File: src/sv/bcsf_pkg.sv
// ----------------------------------------------------------------------------
// bcsf_pkg - shared types and constants of the base count sample filter
// Reason codes, configuration register indexes, lane numbering and the
// per-lane flag word handed from the lanes to the merge stage.
// ----------------------------------------------------------------------------
package bcsf_pkg;

    localparam int NUM_LANES    = 6;
    localparam int ACGT_LANES   = 4;
    localparam int OUT_W        = 32;
    localparam int THRESH_W     = 32;
    localparam int COV_W        = 34;
    localparam int CFG_IDX_W    = 4;
    localparam int CFG_DATA_W   = 34;
    localparam int TALLY_W      = 3;

    // lane numbering, A C G T first so ACGT lanes are 0..3
    localparam int LANE_A   = 0;
    localparam int LANE_C   = 1;
    localparam int LANE_G   = 2;
    localparam int LANE_T   = 3;
    localparam int LANE_N   = 4;
    localparam int LANE_DEL = 5;

    typedef enum logic [CFG_IDX_W-1:0] {
        REG_MIN_COUNT    = 4'd0,
        REG_MAX_COUNT    = 4'd1,
        REG_MIN_COVERAGE = 4'd2,
        REG_MAX_COVERAGE = 4'd3,
        REG_TOLERATE_DEL = 4'd4,
        REG_CLEAR_FILT   = 4'd5,
        REG_SNP_MODE     = 4'd6,
        REG_ZERO_N_AND_D = 4'd7
    } cfg_reg_t;

    typedef enum logic [2:0] {
        RSN_PASS          = 3'd0,
        RSN_DELETION      = 3'd1,
        RSN_EMPTY         = 3'd2,
        RSN_LOW_COVERAGE  = 3'd3,
        RSN_HIGH_COVERAGE = 3'd4,
        RSN_NOT_SNP       = 3'd5,
        RSN_NOT_BIALLELIC = 3'd6
    } reason_t;

    typedef struct packed {
        logic below;    // zeroed for being under the count floor
        logic above;    // zeroed for exceeding the count ceiling
        logic nonzero;  // value after zeroing is nonzero
        logic lt_min;   // original count under the count floor
    } lane_flags_t;

endpackage

File: src/sv/bcsf_lane.sv
// ----------------------------------------------------------------------------
// bcsf_lane - one count lane of the sample filter
// Applies min/max zeroing to a single count and registers the zeroed value
// together with its flag word.
// ----------------------------------------------------------------------------
module bcsf_lane #(
    parameter int COUNT_WIDTH = 32
) (
    input  logic                                  clk,
    input  logic                                  load,
    input  logic                                  zero_en,
    input  logic [bcsf_pkg::THRESH_W-1:0]         cnt_floor,
    input  logic [bcsf_pkg::THRESH_W-1:0]         cnt_ceil,
    input  logic [COUNT_WIDTH-1:0]                count,
    output logic [COUNT_WIDTH-1:0]                value,
    output bcsf_pkg::lane_flags_t                 flags
);

    localparam int CW = (COUNT_WIDTH > bcsf_pkg::THRESH_W) ? COUNT_WIDTH
                                                           : bcsf_pkg::THRESH_W;

    logic [CW-1:0]           cnt_x;
    logic [CW-1:0]           min_x;
    logic [CW-1:0]           max_x;
    logic [CW-1:0]           after_min;
    logic                    lt;
    logic                    zero_below;
    logic                    zero_above;
    logic [COUNT_WIDTH-1:0]  value_next;
    logic [COUNT_WIDTH-1:0]  value_reg;
    bcsf_pkg::lane_flags_t   flags_next;
    bcsf_pkg::lane_flags_t   flags_reg;

    always_comb
    begin
        cnt_x      = CW'(count);
        min_x      = CW'(cnt_floor);
        max_x      = CW'(cnt_ceil);
        lt         = cnt_x < min_x;
        zero_below = (|cnt_floor) && lt && zero_en;
        after_min  = zero_below ? '0 : cnt_x;
        // a count already zeroed can never exceed max
        zero_above = (|cnt_ceil) && (after_min > max_x) && zero_en;
        value_next = zero_above ? '0 : after_min[COUNT_WIDTH-1:0];

        flags_next.below   = zero_below;
        flags_next.above   = zero_above;
        flags_next.nonzero = |value_next;
        flags_next.lt_min  = lt;
    end

    always_ff @(posedge clk)
    begin
        if (load)
        begin
            value_reg <= value_next;
            flags_reg <= flags_next;
        end
    end

    assign value = value_reg;
    assign flags = flags_reg;

endmodule

File: src/sv/bcsf_merge.sv
// ----------------------------------------------------------------------------
// bcsf_merge - merge stage of the sample filter
// Combines the lane results: ACGT sum, allele count, tallies, the ordered
// pass/fail checks and the optional clearing; registers the result word.
// ----------------------------------------------------------------------------
module bcsf_merge #(
    parameter int COUNT_WIDTH = 32
) (
    input  logic                              clk,
    input  logic                              load,
    input  logic [bcsf_pkg::THRESH_W-1:0]     cnt_floor,
    input  logic [bcsf_pkg::COV_W-1:0]        cov_floor,
    input  logic [bcsf_pkg::COV_W-1:0]        cov_ceil,
    input  logic                              tolerate_del,
    input  logic                              clear_failed,
    input  logic [1:0]                        snp_mode,
    input  logic [COUNT_WIDTH-1:0]            vals  [bcsf_pkg::NUM_LANES],
    input  bcsf_pkg::lane_flags_t             flags [bcsf_pkg::NUM_LANES],
    output logic [bcsf_pkg::OUT_W-1:0]        outs  [bcsf_pkg::NUM_LANES],
    output logic                              passed,
    output logic [2:0]                        reason,
    output logic [bcsf_pkg::TALLY_W-1:0]      zeroed_below,
    output logic [bcsf_pkg::TALLY_W-1:0]      zeroed_above
);

    localparam int SUM_W = COUNT_WIDTH + 2;
    localparam int VW    = (SUM_W > bcsf_pkg::COV_W) ? SUM_W : bcsf_pkg::COV_W;

    logic [SUM_W-1:0]                sum;
    logic [VW-1:0]                   sum_x;
    logic [bcsf_pkg::TALLY_W-1:0]    alleles;
    logic [bcsf_pkg::TALLY_W-1:0]    below_next;
    logic [bcsf_pkg::TALLY_W-1:0]    above_next;
    logic                            del_fail;
    logic                            clr;
    bcsf_pkg::reason_t               reason_next;
    bcsf_pkg::reason_t               reason_reg;
    logic [bcsf_pkg::OUT_W-1:0]      outs_next [bcsf_pkg::NUM_LANES];
    logic [bcsf_pkg::OUT_W-1:0]      outs_reg  [bcsf_pkg::NUM_LANES];
    logic [bcsf_pkg::TALLY_W-1:0]    below_reg;
    logic [bcsf_pkg::TALLY_W-1:0]    above_reg;

    always_comb
    begin
        sum        = '0;
        alleles    = '0;
        below_next = '0;
        above_next = '0;
        for (int i = 0; i < bcsf_pkg::ACGT_LANES; i++)
        begin
            sum        = sum + SUM_W'(vals[i]);
            alleles    = alleles + bcsf_pkg::TALLY_W'(flags[i].nonzero);
            below_next = below_next + bcsf_pkg::TALLY_W'(flags[i].below);
            above_next = above_next + bcsf_pkg::TALLY_W'(flags[i].above);
        end
        // full-width sum; saturation at 64 bits would not change any compare
        sum_x = VW'(sum);

        // surviving deletion count is nonzero only if untouched, so >= min
        // reduces to "not below min" on the original count
        del_fail = !tolerate_del && (|cnt_floor)
                   && flags[bcsf_pkg::LANE_DEL].nonzero
                   && !flags[bcsf_pkg::LANE_DEL].lt_min;

        if (del_fail)
            reason_next = bcsf_pkg::RSN_DELETION;
        else if (sum == '0)
            reason_next = bcsf_pkg::RSN_EMPTY;
        else if (sum_x < VW'(cov_floor))
            reason_next = bcsf_pkg::RSN_LOW_COVERAGE;
        else if ((|cov_ceil) && (sum_x > VW'(cov_ceil)))
            reason_next = bcsf_pkg::RSN_HIGH_COVERAGE;
        else if (snp_mode[0] && (alleles < bcsf_pkg::TALLY_W'(2)))
            reason_next = bcsf_pkg::RSN_NOT_SNP;
        else if (snp_mode[1] && (alleles != bcsf_pkg::TALLY_W'(2)))
            reason_next = bcsf_pkg::RSN_NOT_BIALLELIC;
        else
            reason_next = bcsf_pkg::RSN_PASS;

        clr = (reason_next != bcsf_pkg::RSN_PASS) && clear_failed;
        for (int i = 0; i < bcsf_pkg::NUM_LANES; i++)
            outs_next[i] = clr ? '0 : bcsf_pkg::OUT_W'(vals[i]);
    end

    always_ff @(posedge clk)
    begin
        if (load)
        begin
            reason_reg <= reason_next;
            outs_reg   <= outs_next;
            below_reg  <= below_next;
            above_reg  <= above_next;
        end
    end

    assign outs         = outs_reg;
    assign reason       = reason_reg;
    assign passed       = (reason_reg == bcsf_pkg::RSN_PASS);
    assign zeroed_below = below_reg;
    assign zeroed_above = above_reg;

endmodule

File: src/sv/base_count_sample_filter_unit.sv
// ----------------------------------------------------------------------------
// base_count_sample_filter_unit - per-sample nucleotide count filter
// Top level: configuration registers, six count lanes, merge stage and the
// word handshake between them.
// ----------------------------------------------------------------------------
// Accepts one sample word per clock unless the result side stalls, and
// returns one result word per sample. The result word is registered in
// stages: the first register stage is the six parallel count lanes (min/max
// zeroing), the second is the merge stage (ACGT sum, coverage and allele
// checks, clearing). Both stages hold their word when the result side stalls,
// and a stage frees as soon as its word moves on, so full throughput is kept
// under back pressure. Configuration writes are never held off (cfg_ready is
// always high) and must only be issued while no sample is in flight.
module base_count_sample_filter_unit #(
    parameter int COUNT_WIDTH = 32
) (
    input  logic                                 clk,
    input  logic                                 rst_n,

    input  logic                                 cfg_valid,
    output logic                                 cfg_ready,
    input  logic [bcsf_pkg::CFG_IDX_W-1:0]       cfg_index,
    input  logic [bcsf_pkg::CFG_DATA_W-1:0]      cfg_data,

    input  logic                                 sample_valid,
    output logic                                 sample_ready,
    input  logic [COUNT_WIDTH-1:0]               count_a,
    input  logic [COUNT_WIDTH-1:0]               count_c,
    input  logic [COUNT_WIDTH-1:0]               count_g,
    input  logic [COUNT_WIDTH-1:0]               count_t,
    input  logic [COUNT_WIDTH-1:0]               count_n,
    input  logic [COUNT_WIDTH-1:0]               count_del,

    output logic                                 result_valid,
    input  logic                                 result_ready,
    output logic [bcsf_pkg::OUT_W-1:0]           out_a,
    output logic [bcsf_pkg::OUT_W-1:0]           out_c,
    output logic [bcsf_pkg::OUT_W-1:0]           out_g,
    output logic [bcsf_pkg::OUT_W-1:0]           out_t,
    output logic [bcsf_pkg::OUT_W-1:0]           out_n,
    output logic [bcsf_pkg::OUT_W-1:0]           out_del,
    output logic                                 passed,
    output logic [2:0]                           reason,
    output logic [bcsf_pkg::TALLY_W-1:0]         zeroed_below,
    output logic [bcsf_pkg::TALLY_W-1:0]         zeroed_above
);

    logic [bcsf_pkg::THRESH_W-1:0]  min_count_reg;
    logic [bcsf_pkg::THRESH_W-1:0]  max_count_reg;
    logic [bcsf_pkg::COV_W-1:0]     min_cov_reg;
    logic [bcsf_pkg::COV_W-1:0]     max_cov_reg;
    logic                           tol_del_reg;
    logic                           clear_filt_reg;
    logic [1:0]                     snp_mode_reg;
    logic                           zero_nd_reg;
    logic                           cfg_we;

    logic                           lane_valid_reg;
    logic                           lane_valid_next;
    logic                           res_valid_reg;
    logic                           res_valid_next;
    logic                           load_lane;
    logic                           load_res;

    logic [COUNT_WIDTH-1:0]         cnt   [bcsf_pkg::NUM_LANES];
    logic [COUNT_WIDTH-1:0]         vals  [bcsf_pkg::NUM_LANES];
    bcsf_pkg::lane_flags_t          flags [bcsf_pkg::NUM_LANES];
    logic [bcsf_pkg::OUT_W-1:0]     outs  [bcsf_pkg::NUM_LANES];

    // ---------------- configuration ----------------
    assign cfg_ready = 1'b1;
    assign cfg_we    = cfg_valid && cfg_ready;

    always_ff @(posedge clk or negedge rst_n)
    begin
        if (!rst_n)
        begin
            min_count_reg  <= '0;
            max_count_reg  <= '0;
            min_cov_reg    <= '0;
            max_cov_reg    <= '0;
            tol_del_reg    <= 1'b0;
            clear_filt_reg <= 1'b0;
            snp_mode_reg   <= '0;
            zero_nd_reg    <= 1'b1;
        end
        else if (cfg_we)
        begin
            unique case (cfg_index)
                bcsf_pkg::REG_MIN_COUNT:
                    min_count_reg <= cfg_data[bcsf_pkg::THRESH_W-1:0];
                bcsf_pkg::REG_MAX_COUNT:
                    max_count_reg <= cfg_data[bcsf_pkg::THRESH_W-1:0];
                bcsf_pkg::REG_MIN_COVERAGE:
                    min_cov_reg   <= cfg_data[bcsf_pkg::COV_W-1:0];
                bcsf_pkg::REG_MAX_COVERAGE:
                    max_cov_reg   <= cfg_data[bcsf_pkg::COV_W-1:0];
                bcsf_pkg::REG_TOLERATE_DEL:
                    tol_del_reg   <= cfg_data[0];
                bcsf_pkg::REG_CLEAR_FILT:
                    clear_filt_reg <= cfg_data[0];
                bcsf_pkg::REG_SNP_MODE:
                    snp_mode_reg  <= cfg_data[1:0];
                bcsf_pkg::REG_ZERO_N_AND_D:
                    zero_nd_reg   <= cfg_data[0];
                default:
                    ;   // unknown index: write dropped
            endcase
        end
    end

    // ---------------- pipeline control ----------------
    assign load_res     = lane_valid_reg && (!res_valid_reg || result_ready);
    assign sample_ready = !lane_valid_reg || load_res;
    assign load_lane    = sample_valid && sample_ready;

    always_comb
    begin
        lane_valid_next = lane_valid_reg;
        if (load_lane)
            lane_valid_next = 1'b1;
        else if (load_res)
            lane_valid_next = 1'b0;

        res_valid_next = res_valid_reg;
        if (load_res)
            res_valid_next = 1'b1;
        else if (result_ready)
            res_valid_next = 1'b0;
    end

    always_ff @(posedge clk or negedge rst_n)
    begin
        if (!rst_n)
        begin
            lane_valid_reg <= 1'b0;
            res_valid_reg  <= 1'b0;
        end
        else
        begin
            lane_valid_reg <= lane_valid_next;
            res_valid_reg  <= res_valid_next;
        end
    end

    assign result_valid = res_valid_reg;

    // ---------------- lanes ----------------
    assign cnt[bcsf_pkg::LANE_A]   = count_a;
    assign cnt[bcsf_pkg::LANE_C]   = count_c;
    assign cnt[bcsf_pkg::LANE_G]   = count_g;
    assign cnt[bcsf_pkg::LANE_T]   = count_t;
    assign cnt[bcsf_pkg::LANE_N]   = count_n;
    assign cnt[bcsf_pkg::LANE_DEL] = count_del;

    for (genvar g = 0; g < bcsf_pkg::NUM_LANES; g++)
    begin : g_lane
        // N and deletion lanes only zero when enabled
        bcsf_lane #(
            .COUNT_WIDTH (COUNT_WIDTH)
        ) u_lane (
            .clk       (clk),
            .load      (load_lane),
            .zero_en   ((g < bcsf_pkg::ACGT_LANES) ? 1'b1 : zero_nd_reg),
            .cnt_floor (min_count_reg),
            .cnt_ceil  (max_count_reg),
            .count     (cnt[g]),
            .value     (vals[g]),
            .flags     (flags[g])
        );
    end

    // ---------------- merge ----------------
    bcsf_merge #(
        .COUNT_WIDTH (COUNT_WIDTH)
    ) u_merge (
        .clk                (clk),
        .load               (load_res),
        .cnt_floor          (min_count_reg),
        .cov_floor          (min_cov_reg),
        .cov_ceil           (max_cov_reg),
        .tolerate_del       (tol_del_reg),
        .clear_failed       (clear_filt_reg),
        .snp_mode           (snp_mode_reg),
        .vals               (vals),
        .flags              (flags),
        .outs               (outs),
        .passed             (passed),
        .reason             (reason),
        .zeroed_below       (zeroed_below),
        .zeroed_above       (zeroed_above)
    );

    assign out_a   = outs[bcsf_pkg::LANE_A];
    assign out_c   = outs[bcsf_pkg::LANE_C];
    assign out_g   = outs[bcsf_pkg::LANE_G];
    assign out_t   = outs[bcsf_pkg::LANE_T];
    assign out_n   = outs[bcsf_pkg::LANE_N];
    assign out_del = outs[bcsf_pkg::LANE_DEL];

endmodule

File: config.mk
export PLATFORM = sky130hd
export DESIGN_NAME = base_count_sample_filter_unit
export DESIGN_NICKNAME = d
export VERILOG_FILES = /design/src/sv/bcsf_pkg.sv /design/src/sv/bcsf_lane.sv /design/src/sv/bcsf_merge.sv /design/src/sv/base_count_sample_filter_unit.sv
export SDC_FILE = /design/constraint.sdc
export NUM_CORES = 2
export LEC_CHECK = 0
export ABC_AREA = 1
export BUFFER_PORTS_ARGS = -buffer_cell sky130_fd_sc_hd__buf_2
export CAP_MARGIN = 20
export CORE_MARGIN = 2
export CORE_UTILIZATION = 35
export DETAILED_ROUTE_END_ITERATION = 12
export PLACE_DENSITY = 0.56
export SLEW_MARGIN = 20
export SYNTH_ARGS = -nofsm -noshare
export SYNTH_HDL_FRONTEND = slang
export SYNTH_SLANG_ARGS = --single-unit
File: constraint.sdc
create_clock -name clk -period 10.9 [get_ports clk]
set_input_delay 1.09 -clock clk [delete_from_list [all_inputs] [get_ports clk]]
set_output_delay 1.09 -clock clk [all_outputs]
set_load 0.05 [all_outputs]
# Word-level counts from Yosys, hierarchy flattened
# Index checks and enable logic that the tools add are counted.
# op_classes
n_addsub,12
eq_ne,8
n_lt_le_gt_ge,15
n_reduce_logical,53
mux,21
# ops
op,n
$mux 32,11
$reduce_or 32->1,7
$gt 32x32->1,6
$lt 32x32->1,6
$add 34x32->34,2
$gt 34x34->1,1
$logic_not 34->1,1
$lt 34x34->1,1
$reduce_or 34->1,1
$add 32x32->33,1
$logic_and 1x1->1,25
$add 3x1->3,6
$mux 3,6
$eq 4x3->1 const B,4
$reduce_and 2->1,8
$eq 4x2->1 const B,2
$add 1x1->2,3
$eq 4x1->1 const B,1
$logic_not 1->1,4
$logic_not 4->1,1
$mux 1,4
$reduce_bool 2->1,2
$logic_not 3->1,1
$lt 3x2->1 const B,1
other kinds (3),4
# totals
in_bits,235
reg_bits,546
output_inout_bits,205

# Depth between registers and ports, before layout
# depth
word_depth,13
mapped_depth,44
depth_no_buf,42

# Cells and area by module
# From an unflattened synthesis, not the netlist that was laid out.
# hier_totals
hier_cells,5178
hier_area_um2,42419.4
# modules_own_cells
module,seq_area_each_um2,instances,cells_each,area_each_um2
bcsf_merge,6035.8,1,1663,15082.0
bcsf_lane at g_lane[1].u_lane ...,1081.0,4,478,3575.9
base_count_sample_filter_unit,3479.6,1,642,5790.6
bcsf_lane at g_lane[2].u_lane,1081.0,1,482,3634.7
bcsf_lane at g_lane[0].u_lane,1081.0,1,479,3608.5

# Worst setup path after synthesis
# Ideal clock, no wire load.
# synth_path
kind,input -> register
from,in result_ready
to,"reg u_merge.outs_reg (netlist bit u_merge.outs[0]), enable pin"
path_stages,2
n_path_buf,0
slack_ns,-0.693
arrival_time_ns,10.765
cell_sequence,inv_1 > a21oi_1
# synth_between
elab_chain_cells,2
# synth_lines
element,line_no,text
start: declaration,base_count_sample_filter_unit.sv:35,"input logic result_ready,"
$logic_or 1x1->1,base_count_sample_filter_unit.sv:113,assign load_res = lane_valid_reg && (!res_valid_reg || result_ready);
$logic_and 1x1->1,base_count_sample_filter_unit.sv:113,
named net load_res,base_count_sample_filter_unit.sv:63,logic load_res;
end signal: assignment,bcsf_merge.sv:90,outs_reg <= outs_next;
end: declaration,bcsf_merge.sv:39,logic [bcsf_pkg::OUT_W-1:0] outs_reg [bcsf_pkg::NUM_LANES];
# The timed path passes the listed nets, and every way through them passes these cells.
# A chain may end at the register's enable or synchronous reset.

# Worst setup path after layout
# layout_path
from,reg g_lane[1].u_lane.value_reg[0]
to,reg u_merge.outs_reg (netlist bit u_merge.outs[185]) (data pin)
# layout_between
elab_chain_cells,11
word_cells_on_any_way,13
cone_classes,add/sub: 3; order compare: 2; mux: 4; reduce/logical: 4
# layout_lines
element,line_no,text
start: declaration,bcsf_lane.sv:30,logic [COUNT_WIDTH-1:0] value_reg;
start signal: assignment,bcsf_lane.sv:56,value_reg <= value_next;
$add 32x32->33 *,bcsf_merge.sv:51,sum = sum + SUM_W'(vals[i]);
$add 34x32->34 * (2 in series),bcsf_merge.sv:51,
$gt 34x34->1,bcsf_merge.sv:71,else if ((|cov_ceil) && (sum_x > VW'(cov_ceil)))
$logic_and 1x1->1,bcsf_merge.sv:71,
$mux 3,bcsf_merge.sv:71,
$mux 3,bcsf_merge.sv:69,else if (sum_x < VW'(cov_floor))
$mux 3 *,bcsf_merge.sv:67,else if (sum == '0)
$mux 3 *,bcsf_merge.sv:65,if (del_fail)
$reduce_bool 3->1 *,bcsf_merge.sv:80,clr = (reason_next != bcsf_pkg::RSN_PASS) && clear_failed;
$logic_and 1x1->1 *,bcsf_merge.sv:80,
# Mark *: on every way between the ends. The rest lies on a longest branch, timed or not.

==> summary.txt <==
CTS
  – Clock buffer count from CTS: 67
  – Clk slew on worst S/H paths: 0.06 ns
  – Cts repair resizes: 0
  – Worst-case clock buffer depth: 3
  – TritonCTS clock tree: built
  – H-tree Lvls: 3
  – Clock sinks: approximately 550
  – Post-CTS Setup Repair Bufs: 0
  – Skew-Pair Late Insertion Delay: 0.66 ns
  – Hold buffers post-CTS: 0
  – CTS root buffer: clkbuf_16

STA
  – Max-slew violation count: 0
  – Post-route setup slack: 1.90 ns
  – Slew HR: 28.3%
  – Period Utilization, post-route: a little over 80%
  – TNS Setup: 0 ns
  – Tmin final: 9.00 ns
  – RSZ-0062 raised after global routing: no
  – Final hold violation count: 0
  – Setup violators final: 0
  – Measured slew at the worst slew-check pin: between 1 and 1.5 ns
  – Worst Skew: 0.0446 ns
  – Peak Freq: 111 MHz

Place
  – Placed cell count: 6383
  – Post-DP Area: 42900 µm²
  – Dpl ws: 2.05 ns
  – GP Congestion: between 0.9 and 1
  – Port bufs: 438
  – DP HPWL: 125 mm

Setup path
  – Crit-path most repeated cell: nand2_1
  – Kind of critical path: flip-flop to flip-flop
  – Critical Path Fanout Max: 53
  – CP endpoint kind: flip-flop
  – Max incr delay on CP: 0.75 ns
  – Worst setup SP type: flip-flop
  – WP data arrival: just over 9 ns
  – Slowest cell on crit path: buf_4
  – CP Data Required Time: 11.24 ns

Detailed routing
  – Pre-Repair DR Iteration Count: 5
  – Vias per Instance: 5.24
  – Remaining DRCs: 0
  – Initial DRC Count: 3534
  – DRT Wirelength: 161 mm
  – Wire length per cell: 24.7 µm
  – Post-DRT Antenna Nets: 0
  – Via count: between 30000 and 40000

Synthesis
  – Syn avg cell area: roughly 8.6 µm²
  – Post-synth EDFFs: 407
  – YS warnings: 0
  – Sequential-to-total area share from yosys stat: 40.2%
  – Fraction of registers with async set/reset: between 20 and 30%
  – Most used DFF post-synth: edfxtp_1
  – Synth Register Bits: 546
  – Synth Cell Area: 39100 µm²
  – Cells after Synth: 4544
  – Syn_nets: 5332
  – Post-synth cell types: 51

Die
  – Die height: 338 µm
  – I/O pin cnt: 440
  – Chip Width: roughly 340 µm
  – Die area: between 100000 and 150000 µm²
  – Core area: 111000 µm²
  – Initial Utilization: a little over a third
  – Site Rows: between 100 and 150

Global routing
  – Met3 GRT Util: 6.02%
  – Gr usage total: 28.0%
  – Largest net degree at the start of global routing: 124
  – First-pass GRT wire length: 227 mm
  – Initial antenna violation count: just under 80
  – Grt total ovfl: 0
  – GR Util met2: 43.1%
  – Most Crowded Layer GR: met2
  – Vias in the first global route: 32700
  – Met1 GRT Util: 36.4%

Final layout
  – Non-filler cells, final: between 6000 and 7000
  – Share of layout cells above drive strength 1: ~16%
  – Nets: 5753
  – Layout area overhead: 15.6%
  – Post-route cell area: 45200 µm²

Power and ir drop
  – LEAKAGE: 21.8 nW
  – Cell Pwr Density: 304 nW/µm²
  – Power Total: 13.7 mW
  – Max IR drop VDD: 0.000234 V

Run status
  – Status: finished clean

Hold path
  – Worst min path class: flip-flop to flip-flop

Run
  – Max cap viols: 0
[synth_stat cells (9+ instances only)]
library cell	n	share of area (%)
nor4_1	36	0.58
nor2_1	352	3.4
a21boi_0	9	0.17
xnor2_1	19	0.43
nand3b_1	12	0.23
ha_1	516	17
clkbuf_1	104	1.0
o21a_1	23	0.44
a21oi_1	295	3.8
buf_6	20	0.58
xor2_1	12	0.27
nand3_1	116	1.5
nor3_1	145	1.9
a21oi_2	182	4.1
o211ai_1	90	1.7
a31oi_1	10	0.16
nand4_1	73	1.2
o21bai_1	10	0.19
o21ai_0	216	2.8
fa_1	37	1.9
nand2_1	775	7.4
dfrtp_1	138	8.8
a211oi_1	10	0.19
edfxtp_1	407	31
inv_1	871	8.4
[stage by stage]
step                hold WS (ns)  utilization (%)
finish                     0.482             40.8
global route               0.506             40.8
CTS                        0.486             40.7
detailed placement         0.473             38.8
global placement           0.467             38.7
floorplan                  0.453                -
[metal layers]
layer / wire length [µm] / part of all wire [%] / vias up
li1: - / - / 16100
met1: 67500 / 42 / 16300
met2: 71000 / 44 / 1446
met3: 13500 / 8.3 / 383
met4: 9220 / 5.7 / 52
met5: 299 / 0.19 / -
[placed cells by master, fill, tap and decap left out, drive strengths merged, types with 9 or more instances in the layout]
cell    count
nor4       36
nor2      355
clkbuf     81
nand2     783
a31oi      10
a211oi     10
o21a       23
xnor2      19
nor3      146
inv       883
buf       481
a21oi     477
ha        516
xor2       12
nand4      73
clkinv     25
nand3b     12
o21bai     10
a21boi      9
fa         37
nand3     118
edfxtp    407
dfrtp     138
diode      38
o211ai     90
o21ai     223
[final cells by class]
type | count | area [µm²]
Multi-Input combinational cell | 2986 | 19400
Clock inverter | 37 | 365
Tap cell | 1488 | 1860
Clock buffer | 81 | 1770
Timing Repair Buffer | 481 | 2590
Sequential cell | 546 | 15700
Antenna cell | 38 | 95.1
Inverter | 883 | 3320
Fill cell | 11300 | 65500
[cells by family (layout without fill, tap and decap cells)]
| family | Yosys count | count (layout) | synth area share (%) |
|---|---|---|---|
| buffers and inverters | 1012 | 1482 | 10.1 |
| AOI/OAI and AO/OA | 868 | 868 | 14.0 |
| other | 1 | 39 | 0.00960 |
| xor gates and xnor gates | 31 | 31 | 0.695 |
| and+or+nand+nor | 1533 | 1533 | 16.6 |
| DFF | 546 | 546 | 40.2 |
| adders and majority gates | 553 | 553 | 18.4 |
[report_power, final]
part	total [mW]	leakage [nW]	internal (mW)	switching (mW)
clock	2.25	1.03	1.28	0.964
sequential	3.15	5.77	2.87	0.275
combinational	8.31	15.0	2.42	5.90
total	13.7	21.8	6.57	7.13
[critical path: cells and delay by family, from the launching register on]
family | cells | cell delay, ns
AND/OR/NAND/NOR | 18 | 2.57
AO/OA/AOI/OAI | 10 | 2.12
adder cells (fa/ha/maj) | 5 | 1.81
buffers and inverters | 6 | 1.70
flip-flops | 1 | 0.35
[path summary, 6_finish.rpt]
check | startpoint | end | slack (ns) | depth (start not counted)
setup reg to reg | g_lane[1].u_lane.value[0] | u_merge.outs[185] | 1.90 | 39
hold / removal | min_cov_reg[32] | min_cov_reg[32] | 0.48 | 2
max in group asynchronous | rst_n | clear_filt_reg | 9.01 | 2
setup / recovery | g_lane[1].u_lane.value[0] | u_merge.outs[185] | 1.90 | 39
hold reg to reg | min_cov_reg[32] | min_cov_reg[32] | 0.48 | 2
min in group asynchronous | rst_n | min_cov_reg[4] | 0.50 | 1
Power figures use the tool's default switching activity.
